===== src/hdl/gbt_pkg.sv =====
// Shared types, codes and defaults for the graph traversal engine.
`default_nettype none
package gbt_pkg;

  localparam int MAX_VERTICES_DEF = 64;
  localparam int MAX_EDGES_DEF    = 256;
  localparam int VTX_W            = 6;
  localparam int CFG_W            = 7;

  typedef enum logic [1:0] {
    OP_CLEAR = 2'd0,
    OP_ADD   = 2'd1,
    OP_BFS   = 2'd2,
    OP_DFS   = 2'd3
  } op_t;

  typedef enum logic [1:0] {
    ST_OK    = 2'd0,
    ST_FULL  = 2'd1,
    ST_RANGE = 2'd2
  } status_t;

  typedef struct packed {
    op_t              cmd;
    logic [VTX_W-1:0] src_vertex;
    logic [VTX_W-1:0] dest_vertex;
    logic [VTX_W-1:0] start_vertex;
  } req_t;

  typedef struct packed {
    logic [VTX_W-1:0] vertex;
    status_t          status;
    logic             last;
  } rsp_t;

  typedef enum logic [3:0] {
    S_IDLE,
    S_DECODE,
    S_ADD_WR,
    S_BFS_POP,
    S_BFS_V,
    S_BFS_H,
    S_BFS_E,
    S_DFS_PUSH,
    S_DFS_TOP,
    S_DFS_T2,
    S_DFS_E,
    S_DONE
  } state_t;

  typedef enum logic [1:0] {
    H_SRC,
    H_START,
    H_WLQ,
    H_DEST
  } hsel_t;

  typedef enum logic [1:0] {
    ES_HD,
    ES_NEXT,
    ES_TOP
  } esel_t;

  typedef enum logic {
    WR_HEAD,
    WR_TOP
  } wrsel_t;

  // controller to datapath
  typedef struct packed {
    logic    latch;
    logic    clear;
    logic    add_write;
    logic    bfs_init;
    logic    dfs_init;
    logic    head_rd;
    hsel_t   hsel;
    logic    edge_rd;
    esel_t   esel;
    logic    wl_rd;
    wrsel_t  wrsel;
    logic    bfs_pop;
    logic    bfs_vtx;
    logic    bfs_edge;
    logic    dfs_push;
    logic    dfs_pop;
    logic    dfs_hold;
    logic    dfs_edge;
    logic    emit;
    logic    emit_pend;
    status_t emit_status;
    logic    emit_last;
  } ctl_t;

  // datapath to controller
  typedef struct packed {
    op_t  op;
    logic add_bad;
    logic full;
    logic start_bad;
    logic q_empty;
    logic stk_empty;
    logic hd_null;
    logic top_null;
    logic next_null;
    logic edge_take;
    logic have_pend;
    logic out_free;
  } stat_t;

endpackage
`default_nettype wire


===== src/hdl/gbt_ctrl.sv =====
// Controller: sequences commands, list walks and result words.
`default_nettype none
module gbt_ctrl (
  input  wire logic           clk,
  input  wire logic           rst,
  input  wire logic           req_valid,
  output logic                req_stall,
  input  wire gbt_pkg::stat_t stat,
  output gbt_pkg::ctl_t       ctl
);
  import gbt_pkg::*;

  state_t state, state_next;

  always_ff @(posedge clk) begin
    if (rst) state <= S_IDLE;
    else state <= state_next;
  end

  always_comb begin
    state_next = state;
    ctl        = '0;
    req_stall  = (state != S_IDLE);
    unique case (state)
      S_IDLE: begin
        if (req_valid) begin
          ctl.latch  = 1'b1;
          state_next = S_DECODE;
        end
      end
      // start the command once the result register can take a word
      S_DECODE: begin
        if (stat.out_free) begin
          unique case (stat.op)
            OP_CLEAR: begin
              ctl.clear = 1'b1;
              ctl.emit = 1'b1; ctl.emit_status = ST_OK; ctl.emit_last = 1'b1;
              state_next = S_IDLE;
            end
            OP_ADD: begin
              if (stat.add_bad) begin
                ctl.emit = 1'b1; ctl.emit_status = ST_RANGE; ctl.emit_last = 1'b1;
                state_next = S_IDLE;
              end else if (stat.full) begin
                ctl.emit = 1'b1; ctl.emit_status = ST_FULL; ctl.emit_last = 1'b1;
                state_next = S_IDLE;
              end else begin
                ctl.head_rd = 1'b1; ctl.hsel = H_SRC;
                state_next = S_ADD_WR;
              end
            end
            OP_BFS, OP_DFS: begin
              if (stat.start_bad) begin
                ctl.emit = 1'b1; ctl.emit_status = ST_RANGE; ctl.emit_last = 1'b1;
                state_next = S_IDLE;
              end else if (stat.op == OP_BFS) begin
                ctl.bfs_init = 1'b1;
                state_next = S_BFS_POP;
              end else begin
                ctl.dfs_init = 1'b1;
                ctl.head_rd = 1'b1; ctl.hsel = H_START;
                state_next = S_DFS_PUSH;
              end
            end
            default: state_next = S_IDLE;
          endcase
        end
      end
      S_ADD_WR: begin
        if (stat.out_free) begin
          ctl.add_write = 1'b1;
          ctl.emit = 1'b1; ctl.emit_status = ST_OK; ctl.emit_last = 1'b1;
          state_next = S_IDLE;
        end
      end
      // breadth-first: dequeue, emit previous, walk the list
      S_BFS_POP: begin
        if (stat.q_empty) begin
          state_next = S_DONE;
        end else begin
          ctl.wl_rd = 1'b1; ctl.wrsel = WR_HEAD;
          ctl.bfs_pop = 1'b1;
          state_next = S_BFS_V;
        end
      end
      S_BFS_V: begin
        if (!stat.have_pend || stat.out_free) begin
          ctl.emit = stat.have_pend; ctl.emit_pend = 1'b1;
          ctl.bfs_vtx = 1'b1;
          ctl.head_rd = 1'b1; ctl.hsel = H_WLQ;
          state_next = S_BFS_H;
        end
      end
      S_BFS_H: begin
        if (stat.hd_null) begin
          state_next = S_BFS_POP;
        end else begin
          ctl.edge_rd = 1'b1; ctl.esel = ES_HD;
          state_next = S_BFS_E;
        end
      end
      S_BFS_E: begin
        ctl.bfs_edge = 1'b1;
        if (stat.next_null) begin
          state_next = S_BFS_POP;
        end else begin
          ctl.edge_rd = 1'b1; ctl.esel = ES_NEXT;
        end
      end
      // depth-first: push, look at top, advance its edge
      S_DFS_PUSH: begin
        ctl.dfs_push = 1'b1;
        state_next = S_DFS_TOP;
      end
      S_DFS_TOP: begin
        if (stat.stk_empty) begin
          state_next = S_DONE;
        end else begin
          ctl.wl_rd = 1'b1; ctl.wrsel = WR_TOP;
          state_next = S_DFS_T2;
        end
      end
      S_DFS_T2: begin
        if (stat.top_null) begin
          ctl.dfs_pop = 1'b1;
          state_next = S_DFS_TOP;
        end else begin
          ctl.dfs_hold = 1'b1;
          ctl.edge_rd = 1'b1; ctl.esel = ES_TOP;
          state_next = S_DFS_E;
        end
      end
      S_DFS_E: begin
        if (stat.edge_take) begin
          if (stat.out_free) begin
            ctl.emit = 1'b1; ctl.emit_pend = 1'b1;
            ctl.dfs_edge = 1'b1;
            ctl.head_rd = 1'b1; ctl.hsel = H_DEST;
            state_next = S_DFS_PUSH;
          end
        end else begin
          ctl.dfs_edge = 1'b1;
          state_next = S_DFS_TOP;
        end
      end
      // flush the held vertex as the final word
      S_DONE: begin
        if (stat.out_free) begin
          ctl.emit = 1'b1; ctl.emit_pend = 1'b1; ctl.emit_last = 1'b1;
          state_next = S_IDLE;
        end
      end
      default: state_next = S_IDLE;
    endcase
  end

endmodule
`default_nettype wire


===== config.mk =====
export PLATFORM = sky130hd
export DESIGN_NAME = gbt_ctrl
export DESIGN_NICKNAME = d
export VERILOG_FILES = /design/src/hdl/gbt_pkg.sv /design/src/hdl/gbt_ctrl.sv
export SDC_FILE = /design/constraint.sdc
export NUM_CORES = 1
export LEC_CHECK = 0
export BUFFER_PORTS_ARGS = -buffer_cell sky130_fd_sc_hd__buf_4
export CORE_UTILIZATION = 38
export CTS_BUF_LIST = sky130_fd_sc_hd__clkbuf_4 sky130_fd_sc_hd__clkbuf_8 sky130_fd_sc_hd__clkbuf_16
export CTS_CLUSTER_DIAMETER = 80
export CTS_CLUSTER_SIZE = 30
export DETAILED_ROUTE_END_ITERATION = 7
export PLACE_DENSITY_LB_ADDON = 0.15
export SETUP_SLACK_MARGIN = 0.05
export SLEW_MARGIN = 40
export SYNTH_ARGS = -nofsm -noshare
export SYNTH_HDL_FRONTEND = slang
export SYNTH_SLANG_ARGS = --single-unit

===== constraint.sdc =====
create_clock -name clk -period 1.76 [get_ports clk]
set_clock_uncertainty 0.05 [all_clocks]
set_input_delay 0.176 -clock clk [delete_from_list [all_inputs] [get_ports clk]]
set_output_delay 0.176 -clock clk [all_outputs]
set_load 0.005 [all_outputs]

==> metrics.txt, run 1 <==
# TYPE chip_impl_metric gauge
chip_impl_info{name="outcome",value="did not finish"} 1
chip_impl_info{name="stop_stage",value="global routing"} 1
chip_impl_info{name="tool.error",value="[ERROR DPL-0033] detailed placement checks failed during check placement."} 1
chip_impl_info{name="clk_root_buffer_cell",value="clkbuf_4"} 1
chip_impl_metric{name="synthesized_netlist_net_count",unit=""} 120
chip_impl_info{name="dominant_register_cell_in_the_synthesized_netlist",value="dfxtp_1"} 1
chip_impl_metric{name="synth-warning-count",unit=""} 0
chip_impl_metric{name="die_width",unit="um"} 44.0
chip_impl_metric{name="tritoncts.num_buffers",unit=""} 3
chip_impl_metric{name="maximum_buffer_depth_of_the_clock_tree",unit=""} 2
chip_impl_metric{name="post_synth.cell_area_avg",unit="um2"} 6.44
chip_impl_metric{name="yosys.cell_types.count",unit=""} 43
chip_impl_metric{name="post-dp-hpwl",unit="mm"} 2.00
chip_impl_metric{name="grt_antenna_before_repair",unit=""} 0
chip_impl_metric{name="tritoncts_num_sinks",unit=""} 4
chip_impl_metric{name="fp.dieH",unit="um"} 44.0
chip_impl_info{name="endpoint_type",value="top-level output"} 1
chip_impl_metric{name="placement_rows",unit=""} 14
chip_impl_metric{name="synth-edff-count",unit=""} 0
chip_impl_metric{name="synth_area",unit="um2"} 669
chip_impl_metric{name="synth_seq_area_share",unit="%"} 12.0
chip_impl_metric{name="synth_async_sr_flop_share",unit="%"} 0
chip_impl_info{name="postGrtWorstEndpoint",value="ctl[4]"} 1
chip_impl_metric{name="io_pins",unit=""} 42
chip_impl_metric{name="port-buffer-count",unit=""} 41
chip_impl_metric{name="grt_start_max_net_pins",unit=""} 10
chip_impl_metric{name="gpl.final_weighted_congestion",unit=""} 0.918
chip_impl_metric{name="ctsHtreeMaxLevel",unit=""} 1
chip_impl_metric{name="floorplan.initialDensity",unit="%"} 42.5
chip_impl_metric{name="synthCells",unit=""} 104
chip_impl_metric{name="numPlacedInstances",unit=""} 175
chip_impl_metric{name="yosys_register_bits",unit=""} 4
## what timing repair did
action / CTS
resized for setup: 36
pin swaps: 8
endpoints found under the setup margin: 23
hold buffers: 0
hold endpoints to repair: 0
setup buffers: 7
## cells in the mapped netlist (2+ instances only)
master / number / share of area, %
nor4b_1: 3 / 3.9
o21ai_0: 5 / 3.7
clkbuf_1: 4 / 2.2
or3_1: 2 / 1.9
nand3_1: 2 / 1.5
a21oi_1: 6 / 4.5
nor2_1: 14 / 7.9
nor3_1: 10 / 7.5
nor4_1: 5 / 4.7
dfxtp_1: 4 / 12
inv_1: 3 / 1.7
buf_2: 2 / 1.5
nand2_1: 5 / 2.8
nor2b_1: 3 / 2.8
or4_1: 2 / 2.2
buf_4: 2 / 2.2
nand2b_1: 5 / 4.7
nand4_1: 2 / 1.9
## logic make-up after synthesis
kind of cell | Yosys count | share of synthesized area, %
flops | 4 | 12.0
xor+xnor | 2 | 2.62
compound gates | 26 | 27.3
simple gates | 60 | 49.9
buf+inv | 12 | 8.22
## stage by stage
step	TNS (ns)	area [um2]	worst slack, ns	hold WS, ns	util [%]
CTS	-0.334	1360	-0.0813	0.0494	86.3
global placement	-0.0706	1130	-0.0479	0.316	72.0
floorplan	0	686	0.0188	0.188	-
detailed placement	-0.158	1130	-0.0518	0.315	72.0
==> run 2, diff against run 1 <==
Settings changed: CORE_AREA set to 2 2 63 65, CORE_UTILIZATION 38 to unset, CTS_BUF_LIST sky130_fd_sc_hd__clkbuf_4 sky130_fd_sc_hd__clkbuf_8 sky130_fd_sc_hd__clkbuf_16 to unset, CTS_CLUSTER_DIAMETER 80 to unset, CTS_CLUSTER_SIZE 30 to unset, DIE_AREA set to 0 0 65 67, SETUP_SLACK_MARGIN 0.05 to unset.
Clock period 1.76 ns to 2.3 ns, I/O delays scaled along.
==> run 2 against run 1 <==
Synthesized cell count unchanged. Area after synthesis unchanged. The run now ends clean.
==> metrics.txt, run 2 <==
# TYPE chip_impl_metric gauge
chip_impl_info{name="outcome",value="finished, final reports clean"} 1
chip_impl_metric{name="grt_antenna_before_repair",unit=""} 0
chip_impl_metric{name="cts_repair_resizes",unit=""} 0
chip_impl_metric{name="maximum_buffer_depth_of_the_clock_tree",unit=""} 2
chip_impl_metric{name="filler_cell_count",unit=""} 401
chip_impl_info{name="synth_area_leader_cell",value="dfxtp_1"} 1
chip_impl_metric{name="cts_hold_buffers",unit=""} 0
chip_impl_metric{name="numPlacedInstances",unit=""} 191
chip_impl_metric{name="tightest_slew",unit="ns"} 0.561
chip_impl_metric{name="antenna_violating_nets_post_route",unit=""} 0
chip_impl_metric{name="setup_viol_count_final",unit=""} 0
chip_impl_metric{name="grt-ovfl-total",unit=""} 0
chip_impl_metric{name="first_iter_violations",unit=""} 30
chip_impl_metric{name="p_per_area",unit="nW/um2"} 796
chip_impl_metric{name="ctsHtreeMaxLevel",unit=""} 1
chip_impl_info{name="rsz0062_at_grt",value="no"} 1
chip_impl_metric{name="synth_top_area_share",unit="%"} 12.0
chip_impl_metric{name="die_width",unit="um"} 65
chip_impl_metric{name="grt_start_max_net_pins",unit=""} 14
chip_impl_info{name="tritoncts_clock_tree",value="yes"} 1
chip_impl_info{name="dominant_register_cell_in_the_synthesized_netlist",value="dfxtp_1"} 1
chip_impl_metric{name="synth_simple_gate_area_share",unit="%"} 49.9
chip_impl_info{name="timing.critical_path.cells",value="nor2b_1, or3b_2, a21oi_1, buf_4"} 1
chip_impl_metric{name="vias_in_the_first_global_route",unit=""} 876
chip_impl_metric{name="synth_seq_area_share",unit="%"} 12.0
chip_impl_metric{name="final_period_util",unit="%"} 89.2
chip_impl_metric{name="synth-edff-count",unit=""} 0
chip_impl_metric{name="synthesized_netlist_net_count",unit=""} 120
chip_impl_metric{name="detailed_route_via_count",unit=""} 944
chip_impl_metric{name="wl_per_cell",unit="um"} 13.0
chip_impl_metric{name="fp.dieH",unit="um"} 67
chip_impl_info{name="timing.critical_path.from_type",value="flop"} 1
chip_impl_metric{name="synthCells",unit=""} 104
chip_impl_metric{name="worstSkewPairLatency",unit="ns"} 0.21
chip_impl_metric{name="worst_setup_hold_path_clk_slew",unit="ns"} 0.03
chip_impl_info{name="synthTopCellsByCount",value="nor2_1, nor3_1, a21oi_1"} 1
chip_impl_metric{name="multi_input_area",unit="um2"} 534
chip_impl_metric{name="io_pins",unit=""} 42
chip_impl_metric{name="finish.cell_count_without_fillers",unit=""} 194
chip_impl_metric{name="slew_headroom",unit="%"} 62.5
chip_impl_info{name="worstSetupPathType",value="flop to output pin"} 1
chip_impl_metric{name="remaining_drc_errors",unit=""} 0
chip_impl_metric{name="post_synth.cell_area_avg",unit="um2"} 6.44
chip_impl_metric{name="nets",unit=""} 164
chip_impl_metric{name="synth_area",unit="um2"} 669
chip_impl_metric{name="finalCriticalPeriod",unit="ns"} 2.05
chip_impl_metric{name="synthToLayoutAreaGrowth",unit="%"} 62.4
chip_impl_metric{name="largest_reg_flops",unit=""} 4
chip_impl_metric{name="antenna_cells_inserted",unit=""} 0
chip_impl_info{name="largest_regs",value="state x4"} 1
chip_impl_metric{name="crit_path_max_incr_delay",unit="ns"} 0.50
chip_impl_metric{name="timing.setup.tns",unit="ns"} 0
chip_impl_metric{name="gpl.final_weighted_congestion",unit=""} 0.833
chip_impl_metric{name="post-dp-hpwl",unit="mm"} 2.06
chip_impl_metric{name="synth_xor_xnor_area_share",unit="%"} 2.62
chip_impl_metric{name="area_used_by_sequential_logic_in_the_layout",unit="um2"} 80.1
chip_impl_info{name="kind_of_end_point_of_the_critical_path",value="output pin"} 1
chip_impl_metric{name="grt_first_pass_wirelength",unit="mm"} 3.96
chip_impl_info{name="critical_path.slowest_cell",value="dfxtp_1"} 1
chip_impl_info{name="most_common_library_cell_in_the_layout_ignoring_fill_and_taps",value="buf_4"} 1
chip_impl_info{name="clk_root_buffer_cell",value="clkbuf_8"} 1
chip_impl_metric{name="required_time_reported_for_the_critical_path_endpoint",unit="ns"} 2.02
chip_impl_metric{name="first_pass_iters",unit=""} 4
chip_impl_metric{name="peakVddDrop",unit="mV"} 0.281
chip_impl_metric{name="cts.repair_timing.setup_buffer_count",unit=""} 0
chip_impl_metric{name="synth-warning-count",unit=""} 0
chip_impl_metric{name="timing_max_transition_violations_final",unit=""} 0
chip_impl_metric{name="synth-compound-area-share",unit="%"} 27.3
chip_impl_metric{name="final_hold_viol_count",unit=""} 0
chip_impl_metric{name="wirelength",unit="mm"} 2.52
chip_impl_metric{name="timing.critical_path.fanout_max",unit=""} 10
chip_impl_metric{name="synth_adder_area_share",unit="%"} 0
chip_impl_metric{name="tritoncts_num_sinks",unit=""} 4
chip_impl_metric{name="yosys_register_bits",unit=""} 4
chip_impl_info{name="post_synth_main_area_contributors",value="dfxtp_1, nor2_1, nor3_1"} 1
chip_impl_metric{name="finalHoldWorstSlack",unit="ns"} 0.157
chip_impl_info{name="largest-register",value="state"} 1
chip_impl_metric{name="synth_async_sr_flop_share",unit="%"} 0
chip_impl_metric{name="fin_area",unit="um2"} 1090
chip_impl_metric{name="port-buffer-count",unit=""} 41
chip_impl_info{name="synth_top_family_by_area",value="simple AND/OR/NAND/NOR gates"} 1
chip_impl_metric{name="yosys.cell_types.count",unit=""} 43
chip_impl_metric{name="floorplan.initialDensity",unit="%"} 18.6
chip_impl_info{name="timing.hold.worst.class",value="primary input to flop"} 1
chip_impl_metric{name="cap_violations",unit=""} 0
chip_impl_metric{name="critical_path_arrival",unit="ns"} 1.77
chip_impl_metric{name="place_area",unit="um2"} 1050
chip_impl_metric{name="layout_cells_sized_above_1",unit="%"} 37.7
chip_impl_metric{name="drt-vias-per-instance",unit=""} 4.87
chip_impl_metric{name="die_footprint",unit="um2"} 4360
chip_impl_info{name="yosys.cell_count.top_type",value="nor2_1"} 1
chip_impl_metric{name="max_clock_freq",unit="GHz"} 0.487
chip_impl_info{name="most-common-layout-cells",value="buf_4, nor2_1, nor3_1"} 1
chip_impl_metric{name="placement_rows",unit=""} 22
chip_impl_metric{name="placeableCoreArea",unit="um2"} 3610
chip_impl_metric{name="power.leakage",unit="uW"} 0.000483
chip_impl_metric{name="tritoncts.num_buffers",unit=""} 3
chip_impl_metric{name="synth.mux.area_fraction",unit="%"} 0
chip_impl_metric{name="grtUsageTotal",unit="%"} 11.7
run 2: cell counts after synthesis:
No cell type changed its count.
run 2: critical path, delay by kind of cell, from the launching register on:
kind | cells | cell delay [ns]
AO/OA/AOI/OAI | 1 | 0.15
buffers and inverters | 1 | 0.12
flip-flops | 1 | 0.50
AND/OR/NAND/NOR | 2 | 0.78
run 2: power by group:
group | leakage (uW) | switching (uW) | internal, uW
clock | 0.0000216 | 33.1 | 111
combinational | 0.000429 | 294 | 295
sequential | 0.0000328 | 41.7 | 90.0
total | 0.000483 | 368 | 497
run 2: worst paths after layout:
path	startpoint	to	slack [ns]	cells past startpoint
min reg2reg	state[0]	state[3]	0.71	2
min	rst	state[3]	0.16	2
max reg2reg	state[3]	state[1]	0.25	5
max	state[3]	ctl[3]	0.25	4
run 2: through the flow:
step	worst slack [ns]	power, uW	utilization [%]
finish	0.247	865	30.2
global route	0.0876	941	30.2
CTS	0.245	874	30.2
detailed placement	0.271	724	29.0
global placement	0.318	735	29.0
floorplan	0.467	490	-
run 2: final cells by class:
cell class                      instances  share of cell area, %
Multi-Input combinational cell         88                   49.1
Timing Repair Buffer                   48                   33.1
Sequential cell                         4                   7.36
Tap cell                               48                   5.52
Clock buffer                            3                   3.80
Inverter                                3                   1.04
run 2: cells by family after synthesis:
logic type | after synthesis
compound gates | 26
xor+xnor | 2
buf+inv | 12
flops | 4
simple gates | 60
run 2: routing by layer:
metal / vias up / part of all wire, % / GRT usage, %
met5: - / 0 / 0
met4: 0 / 1.2 / 5.32
met3: 4 / 4.4 / 2.03
met2: 25 / 52 / 20.6
met1: 441 / 43 / 13.7
li1: 474 / - / -
(Power assumes the default switching activity.)
